## config.mk

```make
export PLATFORM = sky130hd
export DESIGN_NAME = gsm_tlv_element_parser_unit
export DESIGN_NICKNAME = d
export VERILOG_FILES = /design/src/rtl/gtep_pkg.sv /design/src/rtl/gsm_tlv_element_parser_unit.sv
export SDC_FILE = /design/constraint.sdc
export NUM_CORES = 2
export LEC_CHECK = 0
export BUFFER_PORTS_ARGS = -buffer_cell sky130_fd_sc_hd__buf_2
export CAP_MARGIN = 20
export CORE_UTILIZATION = 25
export CTS_BUF_LIST = sky130_fd_sc_hd__clkbuf_8
export DETAILED_ROUTE_END_ITERATION = 10
export GPL_ROUTABILITY_DRIVEN = 0
export PLACE_DENSITY_LB_ADDON = 0.25
export SLEW_MARGIN = 5
export SYNTH_ARGS = -nofsm -noshare
export SYNTH_HDL_FRONTEND = slang
export SYNTH_SLANG_ARGS = --single-unit
```

## constraint.sdc

```tcl
create_clock -name clk -period 10.6 [get_ports clk]
set_input_delay 1.06 -clock clk [delete_from_list [all_inputs] [get_ports clk]]
set_output_delay 1.06 -clock clk [all_outputs]
set_load 0.01 [all_outputs]
```

## src/rtl/gtep_pkg.sv

```systemverilog
`default_nettype none
package gtep_pkg;

  localparam int POS_W      = 16;  // message position width
  localparam int TAG_W      = 8;
  localparam int OUT_W      = 16;  // offset / length / count width on the result beat
  localparam int REM_W      = 17;  // bytes remaining and step length
  localparam int TAG_COUNT  = 256;
  localparam int TAG_IDX_W  = $clog2(TAG_COUNT);
  localparam int FIFO_DEPTH = 4;
  localparam int FIFO_AW    = $clog2(FIFO_DEPTH);
  localparam int IN_DATA_W  = 32;
  localparam int OUT_DATA_W = 64;

  // Configuration register indexes
  localparam logic CFG_FIRST_LV  = 1'b0;
  localparam logic CFG_SECOND_LV = 1'b1;

  // Result kinds
  localparam logic KIND_ELEM    = 1'b0;
  localparam logic KIND_SUMMARY = 1'b1;

  // Summary status codes
  localparam logic [1:0] ST_OK      = 2'd0;
  localparam logic [1:0] ST_NO_LEN  = 2'd1;
  localparam logic [1:0] ST_OVERRUN = 2'd2;

  typedef enum logic [2:0] {
    PH_LV1     = 3'd0,
    PH_LV2     = 3'd1,
    PH_TAG     = 3'd2,
    PH_LEN     = 3'd3,
    PH_LENLO   = 3'd4,
    PH_VAL_LV2 = 3'd5,
    PH_VAL_TAG = 3'd6,
    PH_SKIP    = 3'd7
  } phase_t;

  typedef enum logic [2:0] {
    TY_UNKNOWN = 3'd0,
    TY_T       = 3'd1,
    TY_TV      = 3'd2,
    TY_FIXED   = 3'd3,
    TY_TLV     = 3'd4,
    TY_TL16V   = 3'd5
  } ie_type_t;

  typedef struct packed {
    logic [7:0] stored_len;
    logic [2:0] typ;
  } tag_def_t;

  typedef struct packed {
    logic             last;
    logic             kind;
    logic [1:0]       status;
    logic [OUT_W-1:0] count;
    logic [OUT_W-1:0] len;
    logic [OUT_W-1:0] off;
    logic [TAG_W-1:0] tag;
  } result_t;

endpackage
`default_nettype wire

```

## src/rtl/gsm_tlv_element_parser_unit.sv

```systemverilog
`default_nettype none
// Streaming parser for tag/length/value information elements. Message bytes enter
// as in_ beats with in_tuser = 0 (in_tlast marks the final byte); a beat with
// in_tuser = 1 loads one entry of the 256-entry tag definition store, which reset
// clears to "unknown" through per-entry valid flags (no clearing pass, the block is
// ready right after reset). Up to two leading LV elements are taken from the tags in
// configuration registers 0 and 1 (zero disables one). Each element is reported as
// one out_ beat on the byte that completes it; the final byte adds a summary beat
// (out_tuser = 1, out_tlast = 1) with the element count and status (1 length byte
// missing, 2 value overruns the message). Rate: one input beat per clock while
// in_tready is high. Path: the input register, which also holds the registered
// definition read, then a four-entry result queue. A final byte that also completes
// an element pushes two beats; the queue drains one beat per clock while out_tready
// is high, so in_tready drops only when over two results wait. The user must write
// configuration only while the block is idle (not enforced); cfg_ready is always high.
module gsm_tlv_element_parser_unit (
  input  wire logic                          clk,
  input  wire logic                          rst_n,
  // config write
  input  wire logic                          cfg_valid,
  output logic                               cfg_ready,
  input  wire logic                          cfg_index,
  input  wire logic [7:0]                    cfg_data,
  // input beats
  input  wire logic                          in_tvalid,
  output logic                               in_tready,
  // [7:0] data_byte, [15:8] def_tag, [18:16] def_type, [26:19] def_fixed_len, rest 0
  input  wire logic [gtep_pkg::IN_DATA_W-1:0] in_tdata,
  input  wire logic                          in_tuser,  // cmd
  input  wire logic                          in_tlast,  // last_byte
  // result beats
  output logic                               out_tvalid,
  input  wire logic                          out_tready,
  // [7:0] elem_tag, [23:8] value_offset, [39:24] value_length,
  // [55:40] element_count, [57:56] status, rest 0
  output logic [gtep_pkg::OUT_DATA_W-1:0]    out_tdata,
  output logic                               out_tuser, // kind
  output logic                               out_tlast  // last_result
);
  import gtep_pkg::*;

  // ---------------- configuration ----------------
  logic [TAG_W-1:0] first_lv_r, second_lv_r;

  assign cfg_ready = 1'b1;

  always_ff @(posedge clk) begin
    if (!rst_n) begin
      first_lv_r  <= '0;
      second_lv_r <= '0;
    end else if (cfg_valid) begin
      case (cfg_index)
        CFG_FIRST_LV:  first_lv_r  <= cfg_data;
        CFG_SECOND_LV: second_lv_r <= cfg_data;
        default: ;
      endcase
    end
  end

  // ---------------- input beat fields ----------------
  logic [7:0]           in_byte;
  logic [TAG_IDX_W-1:0] in_def_tag;
  logic [2:0]           in_def_type;
  logic [7:0]           in_def_len;
  logic                 in_fire;

  assign in_byte     = in_tdata[7:0];
  assign in_def_tag  = in_tdata[15:8];
  assign in_def_type = in_tdata[18:16];
  assign in_def_len  = in_tdata[26:19];
  assign in_fire     = in_tvalid && in_tready;

  // ---------------- tag definition store ----------------
  tag_def_t            def_mem [TAG_COUNT];
  logic [TAG_COUNT-1:0] def_vld_r;
  tag_def_t            def_rd_r;
  logic                def_rd_vld_r;

  always_ff @(posedge clk) begin
    if (in_fire && in_tuser) begin
      def_mem[in_def_tag] <= '{stored_len: in_def_len, typ: in_def_type};
    end
    if (in_fire) begin
      def_rd_r <= def_mem[in_byte];
    end
  end

  always_ff @(posedge clk) begin
    if (!rst_n) begin
      def_vld_r    <= '0;
      def_rd_vld_r <= 1'b0;
    end else if (in_fire) begin
      def_rd_vld_r <= def_vld_r[in_byte];
      if (in_tuser) def_vld_r[in_def_tag] <= 1'b1;
    end
  end

  // ---------------- input register ----------------
  logic       s1_vld_r;
  logic       s1_cmd_r, s1_last_r;
  logic [7:0] s1_byte_r;
  logic [2:0] q_cnt_r;
  logic       proc;

  assign proc      = s1_vld_r && (q_cnt_r <= 3'd2);  // room for two results
  assign in_tready = !s1_vld_r || proc;

  always_ff @(posedge clk) begin
    if (!rst_n) begin
      s1_vld_r <= 1'b0;
    end else if (in_tready) begin
      s1_vld_r <= in_tvalid;
    end
  end

  always_ff @(posedge clk) begin
    if (in_fire) begin
      s1_cmd_r  <= in_tuser;
      s1_last_r <= in_tlast;
      s1_byte_r <= in_byte;
    end
  end

  // ---------------- parse state ----------------
  phase_t           phase_r, phase_nxt;
  logic [POS_W-1:0] pos_r, pos_nxt;
  logic [TAG_W-1:0] cur_tag_r, cur_tag_nxt;
  logic [REM_W-1:0] rem_r, rem_nxt;
  logic [POS_W-1:0] vstart_r, vstart_nxt;
  logic [REM_W-1:0] prev_len_r, prev_len_nxt;
  logic [OUT_W-1:0] count_r, count_nxt;

  tag_def_t         def;
  logic [POS_W-1:0] pos_inc;
  logic             do_tag, lv_go, lv_after1, vk_go;
  logic [TAG_W-1:0] lv_tag;
  logic [POS_W-1:0] vk_len;
  logic [REM_W-1:0] rem_dec;
  logic             rep;
  logic [POS_W-1:0] rep_off, rep_len;
  logic [1:0]       sum_status;
  logic [OUT_W-1:0] elem_cnt;
  logic             sum_go;
  result_t          res0, res1;
  logic [1:0]       push_n;

  assign def     = def_rd_vld_r ? def_rd_r : '0;
  assign pos_inc = pos_r + POS_W'(1);
  assign rem_dec = (rem_r != '0) ? rem_r - REM_W'(1) : '0;

  always_comb begin
    phase_nxt    = phase_r;
    pos_nxt      = pos_inc;
    cur_tag_nxt  = cur_tag_r;
    rem_nxt      = rem_r;
    vstart_nxt   = vstart_r;
    prev_len_nxt = prev_len_r;
    count_nxt    = count_r;
    do_tag       = 1'b0;
    lv_go        = 1'b0;
    lv_after1    = 1'b0;
    lv_tag       = '0;
    vk_go        = 1'b0;
    vk_len       = '0;
    rep          = 1'b0;
    rep_off      = '0;
    rep_len      = '0;
    sum_status   = ST_OK;
    sum_go       = 1'b0;

    case (phase_r)
      PH_LV1: begin
        if (first_lv_r != '0) begin
          lv_go = 1'b1; lv_after1 = 1'b1; lv_tag = first_lv_r;
        end else if (second_lv_r != '0) begin
          lv_go = 1'b1; lv_tag = second_lv_r;
        end else begin
          do_tag = 1'b1;
        end
      end
      PH_LV2: begin
        if (second_lv_r != '0) begin
          lv_go = 1'b1; lv_tag = second_lv_r;
        end else begin
          do_tag = 1'b1;
        end
      end
      PH_TAG: do_tag = 1'b1;
      PH_LEN: begin
        if (rem_r == '0) begin
          prev_len_nxt = REM_W'(s1_byte_r) + REM_W'(2);
          vk_go  = 1'b1;
          vk_len = POS_W'(s1_byte_r);
        end else begin
          rem_nxt   = {1'b0, s1_byte_r, 8'h00};
          phase_nxt = PH_LENLO;
        end
      end
      PH_LENLO: begin
        prev_len_nxt = REM_W'({rem_r[15:8], s1_byte_r}) + REM_W'(3);
        vk_go  = 1'b1;
        vk_len = {rem_r[15:8], s1_byte_r};
      end
      PH_VAL_LV2, PH_VAL_TAG: begin
        rem_nxt = rem_dec;
        if (rem_dec == '0) begin
          phase_nxt = (phase_r == PH_VAL_LV2) ? PH_LV2 : PH_TAG;
          rep       = 1'b1;
          rep_off   = vstart_r;
          rep_len   = pos_inc - vstart_r;
        end
      end
      default: begin  // skipping an unknown element
        rem_nxt = rem_dec;
        if (rem_dec == '0) phase_nxt = PH_TAG;
      end
    endcase

    // leading LV length byte
    if (lv_go) begin
      cur_tag_nxt  = lv_tag;
      prev_len_nxt = REM_W'(s1_byte_r) + REM_W'(1);
      vstart_nxt   = pos_inc;
      if (s1_byte_r == '0) begin
        phase_nxt = lv_after1 ? PH_LV2 : PH_TAG;
        rep       = 1'b1;
        rep_off   = pos_inc;
      end else begin
        rem_nxt   = REM_W'(s1_byte_r);
        phase_nxt = lv_after1 ? PH_VAL_LV2 : PH_VAL_TAG;
      end
    end

    // tag byte, looked up in the definition store
    if (do_tag) begin
      cur_tag_nxt = s1_byte_r;
      case (ie_type_t'(def.typ))
        TY_T: begin
          prev_len_nxt = REM_W'(1);
          rep          = 1'b1;
          rep_off      = pos_r;
        end
        TY_TV: begin
          prev_len_nxt = REM_W'(2);
          vk_go        = 1'b1;
          vk_len       = POS_W'(1);
        end
        TY_FIXED: begin
          prev_len_nxt = REM_W'(def.stored_len) + REM_W'(1);
          vk_go        = 1'b1;
          vk_len       = POS_W'(def.stored_len);
        end
        TY_TLV: begin
          rem_nxt   = '0;
          phase_nxt = PH_LEN;
        end
        TY_TL16V: begin
          rem_nxt   = REM_W'(1);
          phase_nxt = PH_LEN;
        end
        default: begin  // unknown: skip by the previous step length
          if (prev_len_r > REM_W'(1)) begin
            rem_nxt   = prev_len_r - REM_W'(1);
            phase_nxt = PH_SKIP;
          end
        end
      endcase
    end

    // value length now known
    if (vk_go) begin
      vstart_nxt = pos_inc;
      if (vk_len == '0) begin
        phase_nxt = PH_TAG;
        rep       = 1'b1;
        rep_off   = pos_inc;
      end else begin
        rem_nxt   = REM_W'(vk_len);
        phase_nxt = PH_VAL_TAG;
      end
    end

    elem_cnt = count_r + OUT_W'(1);
    if (rep) count_nxt = elem_cnt;

    // end of message: summary and clear
    if (s1_last_r) begin
      sum_go = 1'b1;
      case (phase_nxt)
        PH_LV2:                 sum_status = (second_lv_r != '0) ? ST_NO_LEN : ST_OK;
        PH_LEN, PH_LENLO:       sum_status = ST_NO_LEN;
        PH_VAL_LV2, PH_VAL_TAG: sum_status = ST_OVERRUN;
        default:                sum_status = ST_OK;
      endcase
    end

    res1 = '{last: 1'b1, kind: KIND_SUMMARY, status: sum_status, count: count_nxt,
             len: '0, off: '0, tag: '0};
    if (rep) begin
      res0 = '{last: 1'b0, kind: KIND_ELEM, status: ST_OK, count: elem_cnt,
               len: OUT_W'(rep_len), off: OUT_W'(rep_off), tag: cur_tag_nxt};
    end else begin
      res0 = res1;
    end

    if (sum_go) begin
      phase_nxt    = PH_LV1;
      pos_nxt      = '0;
      cur_tag_nxt  = '0;
      rem_nxt      = '0;
      vstart_nxt   = '0;
      prev_len_nxt = REM_W'(1);
      count_nxt    = '0;
    end

    if (proc && !s1_cmd_r) begin
      push_n = 2'(rep) + 2'(sum_go);
    end else begin
      push_n = 2'd0;
    end
  end

  always_ff @(posedge clk) begin
    if (!rst_n) begin
      phase_r    <= PH_LV1;
      pos_r      <= '0;
      cur_tag_r  <= '0;
      rem_r      <= '0;
      vstart_r   <= '0;
      prev_len_r <= REM_W'(1);
      count_r    <= '0;
    end else if (proc && !s1_cmd_r) begin
      phase_r    <= phase_nxt;
      pos_r      <= pos_nxt;
      cur_tag_r  <= cur_tag_nxt;
      rem_r      <= rem_nxt;
      vstart_r   <= vstart_nxt;
      prev_len_r <= prev_len_nxt;
      count_r    <= count_nxt;
    end
  end

  // ---------------- result queue ----------------
  result_t            q_mem_r [FIFO_DEPTH];
  logic [FIFO_AW-1:0] q_wr_r, q_rd_r;
  logic               pop;
  result_t            q_head;

  assign pop    = out_tvalid && out_tready;
  assign q_head = q_mem_r[q_rd_r];

  always_ff @(posedge clk) begin
    if (push_n != 2'd0) q_mem_r[q_wr_r] <= res0;
    if (push_n == 2'd2) q_mem_r[q_wr_r + FIFO_AW'(1)] <= res1;
  end

  always_ff @(posedge clk) begin
    if (!rst_n) begin
      q_wr_r  <= '0;
      q_rd_r  <= '0;
      q_cnt_r <= '0;
    end else begin
      q_wr_r  <= q_wr_r + FIFO_AW'(push_n);
      q_rd_r  <= q_rd_r + FIFO_AW'(pop);
      q_cnt_r <= q_cnt_r + 3'(push_n) - 3'(pop);
    end
  end

  assign out_tvalid = (q_cnt_r != '0);
  assign out_tuser  = q_head.kind;
  assign out_tlast  = q_head.last;
  assign out_tdata  = {6'd0, q_head.status, q_head.count, q_head.len, q_head.off,
                       q_head.tag};

`ifndef ASSERT_OFF
  a_q_bound: assert property (@(posedge clk) disable iff (!rst_n)
    q_cnt_r <= 3'(FIFO_DEPTH))
    else $error("result queue overflow");

  a_cmd_silent: assert property (@(posedge clk) disable iff (!rst_n)
    (proc && s1_cmd_r) |-> (push_n == 2'd0))
    else $error("definition load produced a result");

  a_two_only_last: assert property (@(posedge clk) disable iff (!rst_n)
    (push_n == 2'd2) |-> (s1_last_r && !s1_cmd_r))
    else $error("two results without a final byte");

  a_clear_after_last: assert property (@(posedge clk) disable iff (!rst_n)
    (proc && !s1_cmd_r && s1_last_r) |=> (phase_r == PH_LV1 && pos_r == '0 && count_r == '0))
    else $error("message state not cleared after final byte");

  a_elem_status: assert property (@(posedge clk) disable iff (!rst_n)
    (out_tvalid && out_tuser == KIND_ELEM) |-> (q_head.status == ST_OK && !out_tlast))
    else $error("element beat carries summary fields");
`endif

endmodule
`default_nettype wire
```

**Yosys cells after proc, flatten, opt, wreduce, memory -nomap -nowiden**

Memories as Yosys holds them, arrays and structs flattened. A register that Yosys moved wholly into a read port is not among the register bits.
Cells that the tools add are included.

- Flip-flop bits (word level): 384
- Bits in latches: 0
- RAM bits: 3,056
- Bits in read-only memories: 0
- Input port bits: 48
- Output and inout port bits: 69
- Memories: 2

Memory list:

| memory | depth | width | read ports | clocked after Yosys merged registers in | wr ports | line | text |
|---|---|---|---|---|---|---|---|
| def_mem | 256 | 11 | 1 | 1 | 1 | gsm_tlv_element_parser_unit.sv:74 | `tag_def_t def_mem [TAG_COUNT];` |
| q_mem_r | 4 | 60 | 1 | 1 | 2 | gsm_tlv_element_parser_unit.sv:344 | `result_t q_mem_r [FIFO_DEPTH];` |

- $add $sub $neg: 15
- $mul: 0
- Divide/modulo/power cells: 0
- Magnitude comparators: 5
- Equality and inequality tests: 17
- Shift operators: 0
- Mux-type cells: 96
- Bitwise logic cells: 2
- Reductions and logical operators: 31

Operators by type and width:

| kind | number |
|---|---|
| $mux W16 | 17 |
| $or A256 B256 Y256 | 1 |
| $mux W17 | 13 |
| $pmux W17 S3 | 2 |
| $pmux W17 S2 | 2 |
| $pmux W16 S2 | 2 |
| $mux W60 | 1 |
| $mux W8 | 6 |
| $logic_not A17 Y1 | 2 |
| $sub A17 B1 Y17 const B | 2 |
| $add A16 B1 Y16 const B | 2 |
| $mux W3 | 10 |
| $mux W1 | 27 |
| $eq A3 B3 Y1 const B | 8 |
| $add A8 B1 Y9 const B | 2 |
| $lt A8 B9 Y1 const B | 2 |
| $add A16 B2 Y17 const B | 1 |
| $gt A17 B1 Y1 const B | 1 |
| $reduce_bool A17 Y1 | 1 |
| $logic_not A16 Y1 | 1 |
| $pmux W8 S2 | 1 |
| $reduce_bool A8 Y1 | 2 |
| $sub A16 B16 Y16 | 1 |
| $eq A3 B2 Y1 const B | 5 |
| 32 further kinds | 54 |

**Longest topological paths before layout**

- Word-level depth: 16
- Gate-level depth with buffers: 22

**Worst setup path after synthesis**

No wires, ideal clock.

- Kind: register -> register
- Start point: reg rem_r[0]
- End point: mem q_mem_r[0][52] in the netlist's numbering, data pin
- Library setup time: 0.267 ns
- Data arrival time: 4.887 ns
- Required time: 10.333 ns
- Setup slack: 5.446 ns
- Cell stages (with the launch flop): 21
- Path buffers: 3
- Path through: dfxtp_1 > clkbuf_1 > inv_1 > ha_1 > or4b_2 > nor4_2 > a21oi_1 > o32ai_1 > nor4_1 > a311oi_4 > inv_2 > ha_1 > clkbuf_1 > nand2b_1 > mux2i_1 > a22o_1 > nand2_1 > clkbuf_1 > inv_1 > o311ai_0 > nand2_1

RTL lines:

| what | line | text |
|---|---|---|
| from (decl) | gsm_tlv_element_parser_unit.sv:128 | `logic [REM_W-1:0] rem_r, rem_nxt;` |
| from (signal assigned) | gsm_tlv_element_parser_unit.sv:336 | `rem_r <= rem_nxt;` |
| to (decl) | gsm_tlv_element_parser_unit.sv:344 |  |

==> impl_metrics.env <==
export IMPL_status="completed"
export IMPL_setup_viol_count_final=0
export IMPL_yosys_warnings=0
export IMPL_dieArea_um2=549000
export IMPL_clock_latency_ns=1.24
export IMPL_max_slew_margin_rel=0.0808
export IMPL_htreeDepth=6
export IMPL_leakage_nw=49.9
export IMPL_area_growth_pct=15.9
export IMPL_drive_above_1_share=0.278
export IMPL_fillers=53656
export IMPL_endpoint_kind="flop"
export IMPL_cp_data_arrival_time_ns=8.09
export IMPL_ys_top_cells_by_count="edfxtp_1 (2909), mux4_2 (1047), nor2_1 (556)"
export IMPL_synth_xor_area_frac=0.00468
export IMPL_die_h_um=741
export IMPL_rsz0062_at_grt="false"
export IMPL_ys_flop_type="edfxtp_1"
export IMPL_period_needed_ns=7.11
export IMPL_io_buffers=104
export IMPL_ioPinCount=117
export IMPL_holdWs_ns=0.179
export IMPL_cts_inserted_buffers=583
export IMPL_avgSynthCellArea_um2=18.7
export IMPL_syn_cell_area_um2=137000
export IMPL_worst_path_buf_inv=4
export IMPL_worstPathMaxFanout=21
export IMPL_cts_sinks=3447
export IMPL_grt_overflow=0
export IMPL_cts_setup_buffers=0
export IMPL_worst_setup_path_type="flop to flop"
export IMPL_initial_utilization=0.251
export IMPL_yosysMostFrequentCell="edfxtp_1"
export IMPL_ys_types=91
export IMPL_synth_adder_area_share=0.00323
export IMPL_yosys_top_cells_area="edfxtp_1 (64%), mux4_2 (17%), dfxtp_1 (7.9%)"
export IMPL_cts_tree="built"
export IMPL_seq_area_frac_synth=0.719
export IMPL_track_usage=0.139
export IMPL_post_drt_wl_per_cell_um=25.3
export IMPL_ff2ff_path_depth=17
export IMPL_required_ns=11.58
export IMPL_num_rows=271
export IMPL_crit_family="compound AO/OA/AOI/OAI gates"
export IMPL_crit_cells=17
export IMPL_ys_ff_latch=3447
export IMPL_cp_slowest_cell="inv_1"
export IMPL_fin_crit_sh=0.671
export IMPL_synth_edf_count=2909
export IMPL_ant_nets=0
export IMPL_synth_simple_area_share=0.0394
export IMPL_vias=73731
export IMPL_p_per_area_nw_per_um2=177
export IMPL_synth_top_family_by_area="multiplexers"
export IMPL_r2r_end="q_mem_r[3][56]$_DFFE_PP_"
export IMPL_hpwl_mm=242
export IMPL_avgViaCountPerCell=4.74
export IMPL_fin_nets=7930
export IMPL_async_flop_share=0
export IMPL_synthCells=7285
export IMPL_maxSlewViolCount=0
export IMPL_worst_setup_path_start_kind="flop"
export IMPL_ir_drop_uv=125
export IMPL_firstDrtPassIters=6
export IMPL_max_freq_mhz=141
export IMPL_drcViolationCount=0
export IMPL_synth_compound_area_frac=0.0446
export IMPL_wirelength_mm=394
export IMPL_core_area_um2=544000
export IMPL_cp_cell_sequence="inv_1, ha_1, or4b_2, or4_4, o21ai_4, a32o_1, nor4_1, buf_4, a311oi_4, inv_2, ha_1, mux2i_1, nor2_1, nand2_2, inv_1, o21ai_0, a211oi_1"
export IMPL_cp_endpoint="q_mem_r[3][56]$_DFFE_PP_"
export IMPL_ctsRootBufferMaster="clkbuf_8"
export IMPL_grt_pass1_wl_mm=562
export IMPL_synth_mux_area_fraction=0.175
export IMPL_cp_startpoint="rem_r[0]$_SDFFE_PN0P_"
export IMPL_hold_class="input pin to flop"
export IMPL_hold_buffers=0
export IMPL_netlist_area_leader_share=0.640
export IMPL_die_w_um=741
export IMPL_crit_path_max_incr_delay_ns=0.92
export IMPL_ctsResizeCount=0
export IMPL_r2r_setup_slack_ns=3.49
export IMPL_skew_ns=0.150
export IMPL_clockBufferDepth=4
export IMPL_dr_first_iter_drc_count=7527
export IMPL_path_clk_slew_ns=0.07
export IMPL_synth_area_leader_cell="edfxtp_1"
export IMPL_fin_tns_setup_ns=0
export IMPL_grt_pass1_vias=76054
export IMPL_grt_max_degree=165
export IMPL_hold_viol=0
export IMPL_antenna_found_initial=37
export IMPL_tightest_slew_ns=1.38
export IMPL_max_cap_violations=0
export IMPL_r2r_start="rem_r[0]$_SDFFE_PN0P_"
report_power, final:
group,internal [W],switching [W],total (W)
clock network,0.00570,0.00555,0.0113
logic,0.000679,0.00122,0.00190
registers,0.0147,0.0000934,0.0148
total,0.0211,0.00687,0.0280
per-layer routing:
layer,GRT usage,share of wire,up-vias,routed length [um]
met4,0.0351,0.023,16,9110
met1,0.190,0.43,39537,171000
met5,0,0.00027,-,108
met2,0.225,0.47,2663,186000
met3,0.0308,0.071,599,28100
li1,-,-,30916,-
cell type report:
type	count	area, um2	share of cell area
antenna	8	20.0	0.000126
sequential	3447	98100	0.620
tap	7234	9050	0.0572
inverter	55	211	0.00134
timing repair buffer	438	3410	0.0216
clock buffer	631	8680	0.0549
multi-input combinational	3323	36700	0.232
clock inverter	423	2150	0.0136
worst min-delay path by stage:
stage,start,end,slack (ns),cells after the start
detailed placement,q_mem_r[2][58]$_SDFFE_PP1P_,q_mem_r[2][58]$_SDFFE_PP1P_,0.43,2
finish,in_tlast,s1_last_r$_DFFE_PP_,0.18,1
floorplan,q_mem_r[2][58]$_SDFFE_PP1P_,q_mem_r[2][58]$_SDFFE_PP1P_,0.42,2
global route,in_tlast,s1_last_r$_DFFE_PP_,0.1,1
CTS,in_tvalid,s1_vld_r$_SDFFE_PN0N_,0.02,3
global placement,q_mem_r[2][9]$_SDFFE_PP0P_,q_mem_r[2][9]$_SDFFE_PP0P_,0.43,2
sequential cells by signal, summed over array words and instances, names as in the netlist, 2 cells and up:
name,count
count_r,16
cur_tag_r,8
def_mem,2816
def_rd_r,11
def_vld_r,256
first_lv_r,8
phase_r,3
pos_r,16
prev_len_r,17
q_cnt_r,3
q_mem_r,236
q_rd_r,2
q_wr_r,2
rem_r,17
s1_byte_r,8
second_lv_r,8
vstart_r,16
per-stage QoR:
stage | total power (W) | util | std cells | instance area, um2 | setup WS, ns
2_1_floorplan | 0.0161 | - | 7290 | 137000 | 5.45
3_3_place_gp | 0.0170 | 0.270 | 14404 | 147000 | 3.72
3_5_place_dp | 0.0170 | 0.271 | 14488 | 147000 | 3.55
4_1_cts | 0.0284 | 0.291 | 15542 | 158000 | 3.51
5_1_grt | 0.0290 | 0.291 | 15553 | 158000 | 3.26
6_report | 0.0280 | 0.291 | 15559 | 158000 | 3.49
kinds of logic after synthesis:
family                   after synthesis
buffers and inverters                520
adder cells (fa/ha/maj)               34
other                                  2
AO/OA/AOI/OAI                        897
AND/OR/NAND/NOR                     1238
flip-flops                          3447
multiplexers                        1074
XOR/XNOR                              73
cells in the final DEF (no fill, tap or decap), drive strengths merged, types with 12 or more instances in the layout:
cell type     n
clkinvlp     13
edfxtp     2909
a222oi       16
a22o         24
mux4       1047
clkbuf      631
nand3        73
a211oi       19
inv         294
o21a        199
buf         438
dfxtp       538
or4          17
clkinv      163
nor4         24
nand2       363
ha           32
nor3         63
or3          12
nor2b        16
o31ai        12
nand4        18
o311ai       18
a32oi        17
o21ai       233
xnor2        42
o22ai        14
and2         30
a22oi        66
a21oi       144
xor2         31
a221oi       23
and3         20
mux2i        26
nor2        557
Power figures use the tool's default switching activity.
